===== src/hw/rtl/stack_machine_ops_core_assert.svh =====
// Assertion macros shared by the stack machine RTL.
`ifndef STACK_MACHINE_OPS_CORE_ASSERT_SVH
`define STACK_MACHINE_OPS_CORE_ASSERT_SVH

// Check a condition at every clock edge outside reset.
`define SMO_ASSERT_ALWAYS(label, cond, msg) \
   label: assert property (@(posedge clock) disable iff (reset) (cond)) else $error(msg);

// Check that a trigger implies a condition in the same cycle.
`define SMO_ASSERT_IMPL(label, trig, cond, msg) \
   label: assert property (@(posedge clock) disable iff (reset) (trig) |-> (cond)) \
      else $error(msg);

// Check that a trigger implies a condition in the next cycle.
`define SMO_ASSERT_NEXT(label, trig, cond, msg) \
   label: assert property (@(posedge clock) disable iff (reset) (trig) |=> (cond)) \
      else $error(msg);

`endif


===== src/hw/rtl/smo_pkg.sv =====
package smo_pkg;

   localparam int DATA_W = 32;
   localparam int OPC_W  = 3;

   // Opcodes as carried on the input port
   typedef enum logic [OPC_W-1:0] {
      OP_PUSH = 3'd0,
      OP_PALL = 3'd1,
      OP_PINT = 3'd2,
      OP_POP  = 3'd3,
      OP_SWAP = 3'd4,
      OP_ADD  = 3'd5,
      OP_NOP  = 3'd6
   } op_type;

   // Result status codes
   typedef enum logic [1:0] {
      ST_OK    = 2'd0,
      ST_EMPTY = 2'd1,
      ST_SHORT = 2'd2,
      ST_FULL  = 2'd3
   } status_type;

   // Classified command handed from front to back
   typedef struct packed {
      op_type                   op;
      logic signed [DATA_W-1:0] value;
   } cmd_type;

   // Back-end sequencer states
   typedef enum logic [2:0] {
      S_IDLE = 3'b001,
      S_FIX  = 3'b010,
      S_PALL = 3'b100
   } state_type;

endpackage


===== src/hw/rtl/smo_front.sv =====
module smo_front
   import smo_pkg::*;
(
   input  logic                     clock,
   input  logic                     reset,
   input  logic                     req_push,
   output logic                     req_full,
   input  logic [OPC_W-1:0]         req_opcode,
   input  logic signed [DATA_W-1:0] req_push_value,
   output logic                     cmd_valid,
   output cmd_type                  cmd,
   input  logic                     cmd_take
);

   cmd_type    slot_ff [2];
   logic       wr_ptr_ff, wr_ptr_in;
   logic       rd_ptr_ff, rd_ptr_in;
   logic [1:0] cnt_ff, cnt_in;
   logic       enq, deq;
   cmd_type    enq_cmd;

   // Map the raw opcode onto a command; the unused code acts as nop
   function automatic op_type classify(input logic [OPC_W-1:0] opc);
      op_type op;
      case (opc)
         OP_PUSH: op = OP_PUSH;
         OP_PALL: op = OP_PALL;
         OP_PINT: op = OP_PINT;
         OP_POP:  op = OP_POP;
         OP_SWAP: op = OP_SWAP;
         OP_ADD:  op = OP_ADD;
         default: op = OP_NOP;
      endcase
      return op;
   endfunction

   assign req_full  = (cnt_ff == 2'd2);
   assign cmd_valid = (cnt_ff != 2'd0);
   assign cmd       = slot_ff[rd_ptr_ff];
   assign enq       = req_push && !req_full;
   assign deq       = cmd_take && cmd_valid;

   assign enq_cmd.op    = classify(req_opcode);
   assign enq_cmd.value = req_push_value;

   // Advance pointers and occupancy
   always_comb begin
      wr_ptr_in = enq ? !wr_ptr_ff : wr_ptr_ff;
      rd_ptr_in = deq ? !rd_ptr_ff : rd_ptr_ff;
      cnt_in    = cnt_ff;
      if (enq && !deq) begin
         cnt_in = cnt_ff + 2'd1;
      end else if (deq && !enq) begin
         cnt_in = cnt_ff - 2'd1;
      end
   end

   always_ff @(posedge clock) begin
      if (reset) begin
         wr_ptr_ff <= 1'b0;
         rd_ptr_ff <= 1'b0;
         cnt_ff    <= 2'd0;
      end else begin
         wr_ptr_ff <= wr_ptr_in;
         rd_ptr_ff <= rd_ptr_in;
         cnt_ff    <= cnt_in;
      end
   end

   // Store the incoming beat
   always_ff @(posedge clock) begin
      if (enq) begin
         slot_ff[wr_ptr_ff] <= enq_cmd;
      end
   end

endmodule


===== src/hw/rtl/smo_back.sv =====
module smo_back
   import smo_pkg::*;
#(
   parameter int STACK_DEPTH = 64
)
(
   input  logic                     clock,
   input  logic                     reset,
   input  logic                     cmd_valid,
   input  cmd_type                  cmd,
   output logic                     cmd_take,
   output logic                     rsp_empty,
   input  logic                     rsp_pop,
   output logic [1:0]               rsp_status,
   output logic signed [DATA_W-1:0] rsp_data,
   output logic                     rsp_data_valid,
   output logic                     rsp_last
);

`include "stack_machine_ops_core_assert.svh"

   localparam int AW = (STACK_DEPTH > 1) ? $clog2(STACK_DEPTH) : 1;
   localparam int CW = $clog2(STACK_DEPTH + 1);

   // Entries below the top; the top itself lives in top_ff
   logic [DATA_W-1:0] mem [STACK_DEPTH];
   logic [DATA_W-1:0] rd_ff;

   state_type         state_ff, state_in;
   logic [CW-1:0]     count_ff, count_in;
   logic [DATA_W-1:0] top_ff, top_in;
   logic [AW-1:0]     idx_ff, idx_in;
   op_type            op_ff, op_in;

   logic              rd_en, wr_en;
   logic [AW-1:0]     rd_addr, wr_addr;
   logic [DATA_W-1:0] wr_data;
   logic [CW-1:0]     cnt_m1, cnt_m2;
   logic              is_empty, is_short, is_full, out_free;

   logic              out_load;
   status_type        out_status;
   logic [DATA_W-1:0] out_data;
   logic              out_valid, out_last;

   logic              rsp_valid_ff, rsp_valid_in;
   status_type        rsp_status_ff;
   logic [DATA_W-1:0] rsp_data_ff;
   logic              rsp_dv_ff, rsp_last_ff;

   assign cnt_m1   = count_ff - CW'(1);
   assign cnt_m2   = count_ff - CW'(2);
   assign is_empty = (count_ff == '0);
   assign is_short = (count_ff < CW'(2));
   assign is_full  = (count_ff == CW'(STACK_DEPTH));
   assign out_free = !rsp_valid_ff || rsp_pop;

   // Sequence each command against the stack
   always_comb begin
      state_in   = state_ff;
      count_in   = count_ff;
      top_in     = top_ff;
      idx_in     = idx_ff;
      op_in      = op_ff;
      cmd_take   = 1'b0;
      rd_en      = 1'b0;
      rd_addr    = cnt_m2[AW-1:0];
      wr_en      = 1'b0;
      wr_addr    = cnt_m1[AW-1:0];
      wr_data    = top_ff;
      out_load   = 1'b0;
      out_status = ST_OK;
      out_data   = '0;
      out_valid  = 1'b0;
      out_last   = 1'b1;
      case (state_ff)
         S_IDLE: begin
            if (cmd_valid && out_free) begin
               cmd_take = 1'b1;
               out_load = 1'b1;
               case (cmd.op)
                  OP_PUSH: begin
                     if (is_full) begin
                        out_status = ST_FULL;
                     end else begin
                        // spill the old top below the new one
                        wr_en    = !is_empty;
                        top_in   = cmd.value;
                        count_in = count_ff + CW'(1);
                     end
                  end
                  OP_PALL: begin
                     if (!is_empty) begin
                        out_data  = top_ff;
                        out_valid = 1'b1;
                        out_last  = (count_ff == CW'(1));
                        if (!out_last) begin
                           idx_in   = cnt_m2[AW-1:0];
                           rd_en    = 1'b1;
                           state_in = S_PALL;
                        end
                     end
                  end
                  OP_PINT: begin
                     if (is_empty) begin
                        out_status = ST_EMPTY;
                     end else begin
                        out_data  = top_ff;
                        out_valid = 1'b1;
                     end
                  end
                  OP_POP: begin
                     if (is_empty) begin
                        out_status = ST_EMPTY;
                     end else if (count_ff == CW'(1)) begin
                        count_in = '0;
                     end else begin
                        rd_en    = 1'b1;
                        op_in    = OP_POP;
                        state_in = S_FIX;
                     end
                  end
                  OP_SWAP, OP_ADD: begin
                     if (is_short) begin
                        out_status = ST_SHORT;
                     end else begin
                        rd_en    = 1'b1;
                        op_in    = cmd.op;
                        state_in = S_FIX;
                     end
                  end
                  default: begin
                  end
               endcase
            end
         end
         S_FIX: begin
            // second entry is now in rd_ff
            case (op_ff)
               OP_POP: begin
                  top_in   = rd_ff;
                  count_in = cnt_m1;
               end
               OP_SWAP: begin
                  wr_en   = 1'b1;
                  wr_addr = cnt_m2[AW-1:0];
                  top_in  = rd_ff;
               end
               OP_ADD: begin
                  top_in   = rd_ff + top_ff;
                  count_in = cnt_m1;
               end
               default: begin
               end
            endcase
            state_in = S_IDLE;
         end
         S_PALL: begin
            if (out_free) begin
               out_load  = 1'b1;
               out_data  = rd_ff;
               out_valid = 1'b1;
               out_last  = (idx_ff == '0);
               if (out_last) begin
                  state_in = S_IDLE;
               end else begin
                  idx_in  = idx_ff - AW'(1);
                  rd_addr = idx_ff - AW'(1);
                  rd_en   = 1'b1;
               end
            end
         end
         default: begin
            state_in = S_IDLE;
         end
      endcase
   end

   // Hold the result until the consumer takes it
   assign rsp_valid_in = out_load ? 1'b1 : (rsp_pop ? 1'b0 : rsp_valid_ff);

   always_ff @(posedge clock) begin
      if (reset) begin
         state_ff     <= S_IDLE;
         count_ff     <= '0;
         rsp_valid_ff <= 1'b0;
      end else begin
         state_ff     <= state_in;
         count_ff     <= count_in;
         rsp_valid_ff <= rsp_valid_in;
      end
   end

   always_ff @(posedge clock) begin
      top_ff <= top_in;
      idx_ff <= idx_in;
      op_ff  <= op_in;
      if (out_load) begin
         rsp_status_ff <= out_status;
         rsp_data_ff   <= out_data;
         rsp_dv_ff     <= out_valid;
         rsp_last_ff   <= out_last;
      end
   end

   // Stack memory: one write and one registered read per cycle
   always_ff @(posedge clock) begin
      if (wr_en) begin
         mem[wr_addr] <= wr_data;
      end
      if (rd_en) begin
         rd_ff <= mem[rd_addr];
      end
   end

   assign rsp_empty      = !rsp_valid_ff;
   assign rsp_status     = rsp_status_ff;
   assign rsp_data       = rsp_data_ff;
   assign rsp_data_valid = rsp_dv_ff;
   assign rsp_last       = rsp_last_ff;

   `SMO_ASSERT_ALWAYS(a_count_bound, count_ff <= CW'(STACK_DEPTH), "stack count past depth")
   `SMO_ASSERT_IMPL(a_pall_idx, state_ff == S_PALL, (CW'(idx_ff) + CW'(1)) < count_ff, "pall index past stack")
   `SMO_ASSERT_IMPL(a_data_ok, rsp_valid_ff && rsp_dv_ff, rsp_status_ff == ST_OK, "emitted data with error status")
   `SMO_ASSERT_NEXT(a_pall_end, state_ff == S_PALL && state_in == S_IDLE, rsp_valid_ff && rsp_last_ff, "pall ended without last beat")

endmodule


===== src/hw/rtl/stack_machine_ops_core.sv =====
// A push/pint/nop result passes the command queue, then the result register. Push, pint,
// pall-empty, nop and errors end in S_IDLE; swap, add and a deeper pop also pass S_FIX for
// the registered read of the stack memory; pall walks S_PALL, one entry a cycle while the
// result register is free. A 2-entry command queue separates input acceptance from execution.
// Reset (synchronous, active high) empties the stack and both queues; memory is not cleared.
module stack_machine_ops_core
   import smo_pkg::*;
#(
   parameter int STACK_DEPTH = 64
)
(
   input  logic                     clock,
   input  logic                     reset,
   input  logic                     req_push,
   output logic                     req_full,
   input  logic [OPC_W-1:0]         req_opcode,
   input  logic signed [DATA_W-1:0] req_push_value,
   output logic                     rsp_empty,
   input  logic                     rsp_pop,
   output logic [1:0]               rsp_status,
   output logic signed [DATA_W-1:0] rsp_data,
   output logic                     rsp_data_valid,
   output logic                     rsp_last
);

   logic    cmd_valid;
   cmd_type cmd;
   logic    cmd_take;

   // Accept and classify input beats
   smo_front u_front (
      .clock          (clock),
      .reset          (reset),
      .req_push       (req_push),
      .req_full       (req_full),
      .req_opcode     (req_opcode),
      .req_push_value (req_push_value),
      .cmd_valid      (cmd_valid),
      .cmd            (cmd),
      .cmd_take       (cmd_take)
   );

   // Execute commands against the stack
   smo_back #(
      .STACK_DEPTH (STACK_DEPTH)
   ) u_back (
      .clock          (clock),
      .reset          (reset),
      .cmd_valid      (cmd_valid),
      .cmd            (cmd),
      .cmd_take       (cmd_take),
      .rsp_empty      (rsp_empty),
      .rsp_pop        (rsp_pop),
      .rsp_status     (rsp_status),
      .rsp_data       (rsp_data),
      .rsp_data_valid (rsp_data_valid),
      .rsp_last       (rsp_last)
   );

endmodule


===== config.mk =====
export PLATFORM = sky130hd
export DESIGN_NAME = stack_machine_ops_core
export DESIGN_NICKNAME = d
export VERILOG_FILES = /design/src/hw/rtl/smo_pkg.sv /design/src/hw/rtl/smo_front.sv /design/src/hw/rtl/smo_back.sv /design/src/hw/rtl/stack_machine_ops_core.sv
export VERILOG_INCLUDE_DIRS = /design/src /design/src/hw/rtl
export SDC_FILE = /design/constraint.sdc
export NUM_CORES = 2
export LEC_CHECK = 0
export BUFFER_PORTS_ARGS = -buffer_cell sky130_fd_sc_hd__buf_4
export CORE_UTILIZATION = 55
export CTS_CLUSTER_SIZE = 8
export DETAILED_ROUTE_END_ITERATION = 8
export PLACE_DENSITY = 0.74
export SYNTH_ARGS = -nofsm -noshare
export SYNTH_HDL_FRONTEND = slang
export SYNTH_SLANG_ARGS = --single-unit

===== constraint.sdc =====
create_clock -name clock -period 3.78 [get_ports clock]
set_input_delay 0.378 -clock clock [delete_from_list [all_inputs] [get_ports clock]]
set_output_delay 0.378 -clock clock [all_outputs]
set_load 0.02 [all_outputs]

==> key figures <==
Synthesis
  – Post-Synthesis Cells: slightly above 5000
  – Top cell type's share of synthesized area: 0.7568
  – Commonest cells post-synth: edfxtp_1, mux2i_1, nand2_1
  – Synth top area cells: edfxtp_1, mux2i_1, nand2_1, mux4_2, a222oi_1
  – Synthesized flop and latch total: between 2000 and 2500
  – Post-synth EDFFs: ~2200
  – Count of cell types in the netlist: between 70 and 80
  – Synth Net Count: roughly 5300
  – Primary FF master, synth: edfxtp_1
  – Synthesized cell area: around 0.088 sq mm
  – Seq/Total Area, Yosys: 0.7604
  – Synth warnings: 0
  – Synth Area per Inst: 17.04 sq um
  – Most frequent cell after synthesis: edfxtp_1
  – Synth area leader: edfxtp_1
  – FFs w/ async S/R, synth: 0

Clock tree
  – H-tree depth: 5
  – Clock Sinks: roughly 2200
  – Clock-pin slew on the worst setup and hold paths: about 60 ps
  – Clk_lat worst skew: 940 ps
  – Total CTS buffers: 331
  – Clock root buffer: clkbuf_16
  – CTS tree: built
  – Clock Tree Buf Depth: 4

Die
  – Initial core utilization: 0.5560
  – Total Die Area: 0.1623 sq mm
  – # rows: between 100 and 150
  – Die Wd: roughly 400 um
  – Die height: about 400 um
  – Ports: 77
  – Core Area: around 0.16 sq mm

Finish
  – Area Overhead vs Synth: 20.39%
  – Fillers: ~9800
  – Footprint of the multi-input gates: 0.02081 sq mm
  – Fin util: 0.6694
  – Final #Nets: just under 6000
  – Layout cell share with drive strength beyond 1: 0.2078
  – Register area: between 0.06 and 0.07 sq mm

Route
  – DRC errors left: 0
  – Final WL: ~270 mm
  – DR pass1 iterations: 9
  – Vias: between 50000 and 60000
  – Routed Antenna Nets: 0
  – DR iter-0 viols: slightly below 9000
  – Vias/cell: slightly below 7
  – Routed WL per cell: about 34 um

Place
  – Port Buffer Count: 76
  – GPL Wtd Cong: between 0.9 and 1
  – Post-DP HPWL: approximately 150 mm

GRT
  – First-pass GRT wire length: 371.9 mm
  – Vias in the first global route: between 50000 and 60000
  – Pin count of the biggest net entering global routing: 69
  – Grt total ovfl: 0
  – Initial antenna violation count: 15
  – Tot GR Track Use: 0.3211

STA
  – Slew Limit Fails: 0
  – RSZ-0062 raised after global routing: true
  – Final Skew: 64.08 ps
  – Fin crit period: ~4000 ps
  – Period utilisation layout: 1.056
  – Setup total negative slack: -345.6 ps
  – Peak Freq: 0.2506 GHz
  – Slew headroom: 0.07832
  – Slew @ Worst Pin: between 1000 and 1500 ps
  – Hold Worst Slack: slightly below 200 ps
  – Fin. Hold Viols: 0
  – Worst Slack Setup Final: -210.5 ps
  – Final Setup Violations: 3

Critical path
  – Critical path capture point type: register
  – Startpoint Class: register
  – WP data arrival: ~4600 ps
  – CP required: between 4000 and 5000 ps
  – Worst Path Class, Setup: register to register
  – Critical Path Fanout Max: 19

Power
  – Pwr/cell area: 683.8 mW/mm^2
  – Peak supply drop: around 0.44 mV
  – Static leakage: ~39 nW

Run status
  – Failing checks: negative setup slack
  – Status: finished, violations left

Job
  – Max Cap Viol: 0

Worst hold path
  – Worst Hold Class: primary input to register
[logic make-up after synthesis]
kind of cell             Yosys count  share of synthesized area
adder cells (fa/ha/maj)           39                   0.005607
flip-flops                      2243                     0.7604
buffers and inverters            351                    0.02008
AO/OA/AOI/OAI                    835                    0.07445
multiplexers                     705                    0.08749
AND/OR/NAND/NOR                  967                    0.04750
XOR/XNOR                          45                   0.004460
[cells in the final DEF (no fill, tap or decap), drive strengths merged, types with 35 or more instances in the layout]
cell / count
a211o: 35
a21oi: 79
a221oi: 81
a222oi: 116
a22o: 36
a311oi: 130
a31oi: 75
buf: 624
clkbuf: 356
dlygate4sd3: 38
edfxtp: 2227
ha: 38
mux2i: 643
mux4: 53
nand2: 539
nand3: 157
nor2: 135
o21ai: 41
o221ai: 71
o22ai: 67
[layout make-up]
cell class              instances  area share
well taps                    2072     0.02437
clock inverters                 6   0.0005293
clock buffers                 351     0.08037
multi-input cells            2596      0.1957
inverters                      20   0.0007057
diodes                          7   0.0001647
repair buffers                670     0.06656
flip-flops and latches       2243      0.6317
[registers in the layout (all words and copies together) (netlist names), named ones only]
register	count
u_back.rsp_data_valid	1
u_back.rsp_status	2
u_back.rsp_data	32
u_back.op_ff	3
u_back.count_ff	7
u_back.rsp_last	1
u_front.slot_ff	70
u_back.top_ff	32
u_back.rsp_valid_ff	1
u_front.wr_ptr_ff	1
u_back.rd_ff	32
u_front.rd_ptr_ff	1
u_back.mem	2048
u_back.idx_ff	6
u_front.cnt_ff	2
u_back.state_ff	3
[stage by stage]
| stage | total power [mW] | area, sq um | cells | worst slack [ps] |
|---|---|---|---|---|
| 2_1_floorplan | 38.26 | 88370 | 5185 | -127.3 |
| 3_3_place_gp | 45.91 | 95830 | 7500 | -775.8 |
| 3_5_place_dp | 46.19 | 95830 | 7500 | -762.1 |
| 4_1_cts | 71.56 | 105300 | 7907 | -62.17 |
| 5_1_grt | 74.28 | 106400 | 7959 | -223.7 |
| 6_report | 72.74 | 106400 | 7965 | -210.5 |
[final timing paths]
check                startpoint                      to  slack, ps  depth (start not counted)
min          req_push_value[10]  u_front.slot_ff[0][10]        200                          2
min reg2reg   u_front.rd_ptr_ff       u_front.rd_ptr_ff        510                          2
max reg2reg    u_back.idx_ff[0]        u_back.rd_ff[16]       -210                         14
max            u_back.idx_ff[0]        u_back.rd_ff[16]       -210                         14
[critical path, cell delays in order, from the launching register on]
cell and delay [ps]:
edfxtp_1 370, inv_2 70, ha_4 160, nor3b_4 160, buf_4 150, a211o_4 370, buf_4 160, a21oi_4 210
buf_4 170, buf_12 210, buf_16 200, mux2i_4 290, o221ai_2 200, a311oi_4 790, nor4_2 140
[per-layer routing]
| layer | GRT usage | wire length (um) | part of all wire | vias up |
|---|---|---|---|---|
| met2 | 0.4911 | 121800 | 0.46 | 4468 |
| met1 | 0.4141 | 90410 | 0.34 | 27393 |
| li1 | - | - | - | 22252 |
| met4 | 0.1789 | 16810 | 0.063 | 16 |
| met3 | 0.09362 | 37710 | 0.14 | 814 |
| met5 | 0 | 107 | 0.00040 | - |
[report_power, final]
| group | leakage [nW] | internal, mW | switching [mW] |
|---|---|---|---|
| combinational | 14.6 | 6.54 | 11.5 |
| clock | 4.23 | 15.7 | 9.64 |
| sequential | 20.2 | 29.0 | 0.341 |
| total | 39.1 | 51.2 | 21.5 |
[timing repair]
action,in CTS,in global routing
setup endpoints to repair,31,276
pin swaps,6,28
hold buffers,38,0
gates resized for setup,47,91
buffers inserted,9,42
gates cloned,3,10
endpoints found under the hold margin,86,0
Note: power is estimated with default switching activity, not from simulation.
